===== config.mk =====
export PLATFORM = sky130hd
export DESIGN_NAME = fpa_div_step
export DESIGN_NICKNAME = d
export VERILOG_FILES = /design/src/sv/fpa_pkg.sv /design/src/sv/fpa_div_step.sv
export SDC_FILE = /design/constraint.sdc
export NUM_CORES = 1
export LEC_CHECK = 0
export ABC_AREA = 1
export BUFFER_PORTS_ARGS = -buffer_cell sky130_fd_sc_hd__buf_4
export CAP_MARGIN = 40
export CORE_ASPECT_RATIO = 1.5
export CORE_MARGIN = 2
export CORE_UTILIZATION = 45
export DETAILED_ROUTE_END_ITERATION = 16
export PLACE_DENSITY_LB_ADDON = 0.05
export RECOVER_POWER = 50
export SLEW_MARGIN = 0
export SYNTH_ARGS = -nofsm -noshare
export SYNTH_HDL_FRONTEND = slang
export SYNTH_SLANG_ARGS = --single-unit
export TNS_END_PERCENT = 30

===== constraint.sdc =====
create_clock -name vclk -period 5.73
set_input_delay 0 -clock vclk [all_inputs]
set_output_delay 0 -clock vclk [all_outputs]
set_load 0.02 [all_outputs]

===== src/sv/fpa_pkg.sv =====
package fpa_pkg;

	localparam int MAX_WIDTH_DEF  = 32;
	localparam int GUARD_BITS_DEF = 15;
	localparam int DATA_W         = 32;
	localparam int CFG_W          = 6;
	localparam int CFG_IDX_W      = 2;
	localparam int INT_W          = 6;
	localparam int FRAC_W         = 5;
	localparam int FRAC_MAX       = 31;

	typedef enum logic [1:0] {
		OP_ADD = 2'd0,
		OP_SUB = 2'd1,
		OP_MUL = 2'd2,
		OP_DIV = 2'd3
	} op_t;

	typedef enum logic [1:0] {
		RM_ZERO    = 2'd0,
		RM_NEAREST = 2'd1,
		RM_POS     = 2'd2,
		RM_NEG     = 2'd3
	} rmode_t;

	typedef enum logic [CFG_IDX_W-1:0] {
		CFG_INT_BITS   = 2'd0,
		CFG_FRAC_BITS  = 2'd1,
		CFG_ROUND_MODE = 2'd2,
		CFG_SPARE      = 2'd3
	} cfg_idx_t;

	localparam logic [INT_W-1:0]  INT_BITS_RST  = 6'd16;
	localparam logic [FRAC_W-1:0] FRAC_BITS_RST = 5'd16;
	localparam rmode_t            RMODE_RST     = RM_NEAREST;

endpackage


===== src/sv/fpa_div_step.sv =====
module fpa_div_step import fpa_pkg::*; #(
	parameter int MW  = MAX_WIDTH_DEF,
	parameter int BPS = 2
) (
	input  logic [MW-1:0]  rem_i,
	input  logic [BPS-1:0] dvd_i,
	input  logic [MW-1:0]  dvs,
	output logic [MW-1:0]  rem_o,
	output logic [BPS-1:0] quo_o
);

	// restoring division, BPS quotient bits, msb first
	always_comb begin
		logic [MW:0]   trial;
		logic [MW-1:0] r;
		r = rem_i;
		quo_o = '0;
		for (int i = BPS - 1; i >= 0; i--) begin
			trial = {r, dvd_i[i]};
			if (trial >= {1'b0, dvs}) begin
				trial = trial - {1'b0, dvs};
				quo_o[i] = 1'b1;
			end
			r = trial[MW-1:0];
		end
		rem_o = r;
	end

endmodule


==> results.md, run 1 <==
* Final Cycle Share at 0.845
* Warnings from Yosys at 0
* Number of nets in the finished design at 1363
* Tot GR Track Use at 0.333
* Worst vdd rail ir drop at 182 uV
* Total global routing overflow at 0
* Antenna cells at 0
* Number of nets produced by synthesis at approximately 1300
* Core footprint at 12400 sq um
* Hold crit path type: input pin to output port
* Final-layout setup total negative slack at 0 ns
* Crit Path Category: input pin to output port
* Combinational share of power at 1.000
* Commonest non-fill, non-tap cells in the layout: 458 x nand2_1, 215 x inv_1, 92 x buf_4
* Wire length of the first global-routing pass at 35200 um
* Mean instance size in the synthesized netlist at 4.95 sq um
* Layout filler cell count at ~1500
* Mapped Cells at around 1100
* Via count normalized by instance count at approximately 5.3
* Sort of element at the start of the critical path: input pin
* Share of final-layout standard cells stronger than drive strength 1 at 0.0862
* Slew headroom at 0.506
* DRC marker count from the first detailed-route iteration at around 420
* Post-CTS Hold Fix Bufs at 0
* Startpoint of the tightest hold check path: dvd_i[0]
* Power dissipated by switching net loads at 0.985 mW
* Post-detailed-routing wire length at between 20000 and 25000 um
* Largest net degree at the start of global routing at 34
* Endpoint arrival time on the critical path at approximately 4.8 ns
* Internal Dissipation at 0.506 mW
* RePlAce Congestion at between 1 and 1.5
* Vias in the first global route at roughly 7200
* Pwr/cell area at between 200 and 250 nW/um^2
* Max cap viols at 0
* Total vias in the final route at roughly 7300
* Unrepaired setup endpoints after global routing: false
* Clock buffer instance count of the final layout at 0
* Sequential cell area in the final layout at 0 sq um
* Final-report max-slew violation count at 0
* WHS Endpoint: rem_o[0]
* Setup-failing EPs final at 0
* Row Count at 50
* Number of antenna violations at the first check in global routing at 0
* Maximum clock rate at 0.206 GHz
* Initial Utilization at 0.457
* HPWL reported at the end of detailed placement at 19300 um
* Worst Path Required at roughly 5.7 ns
* Drt first pass iters at 7
* Height of the die at between 100 and 150 um
* Post-route ant nets at 0
* Setup bufs post-CTS at 0
* Commonest non-fill, non-tap cell in the layout: nand2_1
* Static Leak at 4.03 nW
* Die footprint at 13500 sq um
* Number of design rule violations left after detail routing at 0
* CP endpoint kind: output port
* Number of gates resized after CTS at 0
* Time the worst path needs with I/O delays and setup at approximately 4.8 ns
* Status: finished, final reports clean
* Worst-margin pin slew at roughly 0.74 ns
* Floorplan die width at 95.6 um
* Net switching fraction of the power at 0.661
* Hold-critical path depth at 4
* Port-buffer cells at 100
* Post-synthesis sequential area ratio at 0
* Area Growth Syn to Fin at 14.3%
* Post-synthesis cell area at between 5000 and 6000 sq um
* Sequential cell count of the final layout at 0
* Maximum fanout encountered on the critical timing path at 33
* Unique cell type count in the Yosys netlist at 34
* Power Total at 1.49 mW
* Share of total power in sequential cells at 0
* Number of top-level pins at 100
* Detailed-route wire length per cell at roughly 16 um
* Clock network fraction of total power at 0
* Hold Vio Cnt, Final at 0
## power groups by stage
stage | Clock [mW] | Sequential [mW] | Combinational [mW]
after global placement | 0 | 0 | 1.51
after detailed placement | 0 | 0 | 1.50
after floorplan | 0 | 0 | 1.02
after CTS | 0 | 0 | 1.51
after global routing | 0 | 0 | 1.63
final | 0 | 0 | 1.49
## worst max-delay path by stage
stage,from,cells past startpoint,to
after floorplan,dvs[24],25,rem_o[2]
after global placement,dvs[1],27,rem_o[23]
after detailed placement,dvs[23],26,rem_o[23]
after CTS,dvs[5],27,rem_o[23]
after global routing,dvs[4],25,rem_o[6]
final,dvs[5],25,rem_o[6]
## per-stage QoR
stage,setup slack [ns],instance area [sq um],cells,util,hold WS [ns]
3_3_place_gp,1.53,6520,1385,0.527,0.365
6_report,0.887,6470,1385,0.522,0.412
5_1_grt,0.608,6470,1385,0.522,0.426
4_1_cts,1.52,6520,1385,0.527,0.370
2_1_floorplan,2.58,5660,1144,-,0.201
3_5_place_dp,1.53,6520,1385,0.527,0.371
## synthesized netlist by cell type, drive strengths merged
master	count	share of area
nor3	3	0.0027
xor2	26	0.040
inv	219	0.15
and2	7	0.0077
o21ai	25	0.022
o21a	1	0.0013
nor4	2	0.0022
nor2	86	0.058
ha	64	0.14
o211ai	4	0.0053
nand3	79	0.075
a21o	9	0.012
or2	1	0.0011
xnor2	16	0.025
fa	2	0.0071
a21boi	2	0.0027
nand2	460	0.31
nand3b	6	0.0080
buf	19	0.021
clkbuf	2	0.0013
nand4	50	0.055
a31oi	5	0.0055
a21oi	51	0.046
o21bai	5	0.0066
## area by class of cell
class | count | area, sq um | share of cell area
multi-input combinational | 904 | 4710 | 0.728
inverter | 219 | 822 | 0.127
timing repair buffer | 106 | 744 | 0.115
tap | 156 | 195 | 0.0302
## worst max-delay path, cell delays in order
cell      delay, ns
buf_4          0.11
inv_1          0.13
ha_1           0.31
nand2_1        0.15
inv_1          0.09
nand3_1        0.13
nor2_1         0.06
nand2_1        0.10
nand2_1        0.07
a21oi_1        0.46
nand2_4        0.36
nand2_1        0.16
nand2_1        0.09
ha_1           0.34
a21oi_1        0.28
nor2_1         0.09
nor2_1         0.23
o21ai_0        0.11
a21oi_1        0.18
nand2_1        0.11
nand2_1        0.13
clkbuf_2       0.61
nand4_1        0.17
nand2_1        0.10
clkbuf_1       0.26
## cell families (layout without fill, tap and decap cells)
| kind of cell | Yosys count | after routing | synth area share |
|---|---|---|---|
| AOI/OAI and AO/OA | 102 | 102 | 0.101 |
| xor gates and xnor gates | 42 | 42 | 0.0650 |
| adders and majority gates | 66 | 66 | 0.149 |
| buffers and inverters | 240 | 325 | 0.168 |
| and+or+nand+nor | 694 | 694 | 0.517 |
## metal layers
| layer | up-vias | track usage | part of all wire |
|---|---|---|---|
| met5 | - | 0 | 0 |
| met4 | 0 | 0.163 | 0.055 |
| met3 | 66 | 0.0266 | 0.057 |
| met2 | 277 | 0.566 | 0.48 |
| met1 | 3234 | 0.414 | 0.40 |
| li1 | 3756 | - | - |
Note: power is estimated with default switching activity, not from simulation.
==> inputs of run 2 (changes only) <==
clock period = 4.48 ns   (was 5.73 ns; I/O delays follow)
==> run 2 against run 1 <==
Via count up 3.3%. Highest routed layer unchanged. Sequential cell count unchanged. Sequential share of layout area unchanged. Critical path type unchanged.
==> results.md, run 2 (same netlist as run 1, synthesis figures left out) <==
* Number of nets in the finished design at 1389 (+1.9%)
* Layout filler cell count at 1445 (-3.4%)
* Maximum fanout encountered on the critical timing path at 32 (-3.0%)
* Final-report max-slew violation count at 0 (unchanged)
* Share of final-layout standard cells stronger than drive strength 1 at 0.116 (+0.0301)
* Floorplan die width at 95.6 um (unchanged)
* Pwr/cell area at 307 nW/um^2 (+33%)
* Number of design rule violations left after detail routing at 0 (unchanged)
* CP max-delay cell: ha_1
* Static Leak at 4.22 nW (+4.5%)
* Gate family responsible for the most delay along the worst path: simple AND/OR/NAND/NOR gates
* Worst vdd rail ir drop at 270 uV (+48%)
* Core footprint at 12400 sq um (unchanged)
* Port-buffer cells at 100 (unchanged)
* Worst hold slack at 0.397 ns (-0.0153 ns)
* Detailed-route wire length per cell at 17.2 um (+7.0%)
* Via count normalized by instance count at 5.37 (+1.4%)
* Post-detailed-routing wire length at 24300 um (+9.1%)
* Count of cell instances traversed by the critical path at 27 (+8.0%)
* Clock buffer instance count of the final layout at 0 (unchanged)
* Maximum clock rate at 0.241 GHz
* Number of top-level pins at 100 (unchanged)
* Row Count at 50 (unchanged)
* Antenna cells at 0 (unchanged)
* Number of cells in the design after placement at 1411 (+1.9%)
* Largest net degree at the start of global routing at 34 (unchanged)
* Setup bufs post-CTS at 0 (unchanged)
* Slew headroom at 0.683 (+0.177)
* Total global routing overflow at 0 (unchanged)
* Post-Layout Inst Area at 6730 sq um (+4.0%)
* DRC marker count from the first detailed-route iteration at 453 (+9.2%)
* Maximum cell stage delay along the critical path at 0.40 ns (-0.21 ns)
* Post-route ant nets at 0 (unchanged)
* Crit Path Category: input pin to output port
* CP endpoint kind: output port
* Unrepaired setup endpoints after global routing: false
* Time the worst path needs with I/O delays and setup at ~4.1 ns
* Worst Path Required at 4.48 ns (-1.25 ns)
* Commonest non-fill, non-tap cells in the layout: 458 x nand2_1, 215 x inv_1, 124 x buf_4
* Crit path buf inv count at 8 (+3)
* Hold Vio Cnt, Final at 0 (unchanged)
* Endpoint arrival time on the critical path at 4.15 ns (-0.69 ns)
* Hold-critical path depth at 4 (unchanged)
* Worst-margin pin slew at 0.476 ns (-0.265 ns)
* Power Total at 2.07 mW (+39%)
* Sort of element at the start of the critical path: input pin
* Utilization after layout at 0.543 (+0.0210)
* Post-placement worst setup slack at 0.427 ns (-1.10 ns)
* Wire length of the first global-routing pass at 36800 um (+4.5%)
* Sequential cell area in the final layout at 0 sq um (unchanged)
* Initial Utilization at 0.457 (unchanged)
* Final Cycle Share at 0.926
* Post-CTS Hold Fix Bufs at 0 (unchanged)
* Non-filler cells in the finished layout at 1411 (+1.9%)
* Dominant cell type by count on the critical path: nand2_1
* Drt first pass iters at 5 (-2)
* Hold crit path type: input pin to output port
* Worst path setup slack after routing at 0.333 ns (-0.554 ns)
* Post-place instance area at 6740 sq um (+3.4%)
* Max cap viols at 0 (unchanged)
* Total vias in the final route at 7576 (+3.3%)
* Number of antenna violations at the first check in global routing at 0 (unchanged)
* Tot GR Track Use at 0.353 (+0.0208)
* Sequential cell count of the final layout at 0 (unchanged)
* Setup-failing EPs final at 0 (unchanged)
* Die footprint at 13500 sq um (unchanged)
* Status: finished, final reports clean
* HPWL reported at the end of detailed placement at 21300 um (+10%)
* Commonest non-fill, non-tap cell in the layout: nand2_1
* Final-layout setup total negative slack at 0 ns (unchanged)
* Number of gates resized after CTS at 0 (unchanged)
* Vias in the first global route at 7398 (+2.8%)
* Area Growth Syn to Fin at 18.9%
* Height of the die at 141 um (unchanged)
* RePlAce Congestion at 1.01 (-1.3%)
-- run 2: cell count changes in the layout (fill, tap and decap cells not counted) --
cell	delta
buf_4	+32
a21oi_2	+1
clkbuf_2	+5
clkbuf_1	-13
a21oi_1	-1
buf_12	+2
-- run 2: worst paths after layout --
| path | from | endpoint | slack, ns |
|---|---|---|---|
| worst max-delay path | dvs[19] | rem_o[31] | 0.33 |
| worst min-delay path | dvd_i[0] | rem_o[0] | 0.40 |
-- run 2: routing by layer --
metal	part of all wire	global-route usage
met5	0	0
met4	0.051	0.149
met3	0.052	0.0159
met2	0.52	0.656
met1	0.38	0.410
-- run 2: tightest hold or removal path, cell delays in order --
cell     delay, ns
buf_4         0.10
nand4_1       0.08
nand2_1       0.07
buf_4         0.14
-- run 2: cell type report --
class / instances / area (sq um) / share of cell area
Tap cell: 156 / 195 / 0.0290
Timing Repair Buffer: 132 / 1000 / 0.149
Multi-Input combinational cell: 904 / 4710 / 0.700
Inverter: 219 / 822 / 0.122
-- run 2: where the power goes --
| part | switching (mW) | internal (mW) | total [mW] |
|---|---|---|---|
| Sequential | 0 | 0 | 0 |
| Clock | 0 | 0 | 0 |
| Combinational | 1.31 | 0.755 | 2.07 |
==> inputs of run 3 (changes only) <==
clock period = 3.6 ns   (was 4.48 ns; I/O delays follow)
==> run 3 against run 2 <==
The flow now finishes with violations (setup timing). Global-route usage grew 2.3 points. Non-clock buffer count grew 279. Combinational power is 82% higher. Clock-buffer cell count unchanged. First-iteration DRC count is 45% higher. Critical path depth is 2 higher. Sequential share of layout area unchanged. Die area is the same.
==> results.md, run 3 (same netlist as run 1, synthesis figures left out) <==
* Max cap viols at 0 (unchanged)
* Post-detailed-routing wire length at 29400 um (+21%)
* CP endpoint kind: output port
* Static Leak at 5.72 nW (+36%)
* Setup crit start: dvs[5]
* Commonest non-fill, non-tap cells in the layout: 397 x nand2_1, 392 x buf_4, 196 x inv_1
* Die footprint at 13500 sq um (unchanged)
* RePlAce Congestion at 1.03 (+1.9%)
* Pwr/cell area at 370 nW/um^2 (+20%)
* Endpoint arrival time on the critical path at 3.63 ns (-0.52 ns)
* Post-route ant nets at 0 (unchanged)
* Number of nets in the finished design at 1668 (+20%)
* Maximum clock rate at approximately 0.28 GHz
* Worst-margin pin slew at 0.352 ns (-0.124 ns)
* Share of final-layout standard cells stronger than drive strength 1 at 0.405 (+0.288)
* Unrepaired setup endpoints after global routing: true
* Wire length of the first global-routing pass at 39900 um (+8.4%)
* Initial Utilization at 0.457 (unchanged)
* Final-report max-slew violation count at 0 (unchanged)
* Final-layout setup total negative slack at -0.0373 ns (-0.0373 ns)
* Hold crit path type: input pin to output port
* Sequential cell area in the final layout at 0 sq um (unchanged)
* Number of design rule violations left after detail routing at 0 (unchanged)
* Hold Vio Cnt, Final at 0 (unchanged)
* Largest net degree at the start of global routing at 34 (unchanged)
* DRC marker count from the first detailed-route iteration at 655 (+45%)
* Status: complete, but fails checks
* Floorplan die width at 95.6 um (unchanged)
* HPWL reported at the end of detailed placement at 22600 um (+6.3%)
* Clock buffer instance count of the final layout at 0 (unchanged)
* Worst Path Required at 3.60 ns (-0.88 ns)
* Via count normalized by instance count at 5.41 (+0.69%)
* Row Count at 50 (unchanged)
* Setup-failing EPs final at 2 (+2)
* Sequential cell count of the final layout at 0 (unchanged)
* Post-Layout Inst Area at 10200 sq um (+51%)
* Number of antenna violations at the first check in global routing at 0 (unchanged)
* Number of top-level pins at 100 (unchanged)
* Total vias in the final route at 9137 (+21%)
* Port-buffer cells at 100 (unchanged)
* Crit Path Category: input pin to output port
* Maximum fanout encountered on the critical timing path at 6 (-81%)
* Tot GR Track Use at 0.377 (+0.0231)
* Detailed-route wire length per cell at 17.4 um (+1.2%)
* Time the worst path needs with I/O delays and setup at around 3.6 ns
* Layout filler cell count at 888 (-39%)
* Startpoint of the tightest hold check path: dvd_i[0]
* Drt first pass iters at 7 (+2)
* Commonest non-fill, non-tap cell in the layout: nand2_1
* Area Growth Syn to Fin at 79.6%
* Vias in the first global route at 8538 (+15%)
* Sort of element at the start of the critical path: input pin
* Core footprint at 12400 sq um (unchanged)
* Height of the die at 141 um (unchanged)
* Post-place instance area at 8690 sq um (+29%)
* Failing checks: setup timing
* Slew headroom at 0.763 (+0.0801)
* Worst vdd rail ir drop at 400 uV (+48%)
* Utilization after layout at 0.821 (+0.278)
* Antenna cells at 0 (unchanged)
* Dominant cell type by count on the critical path: nand2_1
* Total global routing overflow at 0 (unchanged)
* CP max-delay cell: ha_4
* Maximum cell stage delay along the critical path at 0.31 ns (-0.09 ns)
* Worst path setup slack after routing at -0.0328 ns (-0.366 ns)
* Final Cycle Share at 1.01
==> run 3: cell types whose count changed in the layout (fill, tap and decap cells not counted), sizes merged <==
cell,before,now
buf,126,404
clkbuf,6,7
clkinvlp,0,2
inv,219,217
==> run 3: final cells by class <==
type,instances,area [sq um],area share
Multi-Input combinational cell,904,5830,0.573
Timing Repair Buffer,411,3310,0.326
Inverter,219,830,0.0816
Tap cell,156,195,0.0192
==> run 3: per-layer routing <==
layer,part of all wire,up-vias,wire [um],GRT usage
met5,0,-,0,0
li1,-,4371,-,-
met4,0.079,0,2320,0.165
met1,0.35,4106,10200,0.422
met2,0.50,487,14600,0.704
met3,0.078,173,2290,0.0281
==> run 3: worst max-delay path: cells and delay by family <==
kind / cells / cell delay (ns)
xor gates and xnor gates: 1 / 0.19
and+or+nand+nor: 17 / 1.68
buffers and inverters: 8 / 1.04
adders and majority gates: 2 / 0.58
AOI/OAI and AO/OA: 1 / 0.14
==> run 3: what timing repair did <==
item,4_1_cts,5_1_grt
resized for setup,28,212
hold buffers,0,0
buffers inserted,2,15
pin swaps,5,37
setup endpoints to repair,33,33
cloned,0,7
==> run 3: final timing paths <==
path	cells past startpoint	slack [ns]	endpoint
min	4	0.39	rem_o[0]
max	29	-0.03	rem_o[29]
==> run 3: stage by stage <==
step           std cells  hold WS, ns  setup WS (ns)  power [mW]
2_1_floorplan       1144        0.201          0.448        1.62
3_3_place_gp        1666        0.370         -0.195        3.11
3_5_place_dp        1666        0.387         -0.236        3.12
4_1_cts             1668        0.385       0.000188        3.20
5_1_grt             1690        0.440         -0.183        3.99
6_report            1690        0.386        -0.0328        3.76
==> run 3: power by group <==
part,leakage (nW),switching [mW],internal (mW)
Sequential,0,0,0
Clock,0,0,0
Combinational,5.72,2.04,1.72
Total,5.72,2.04,1.72
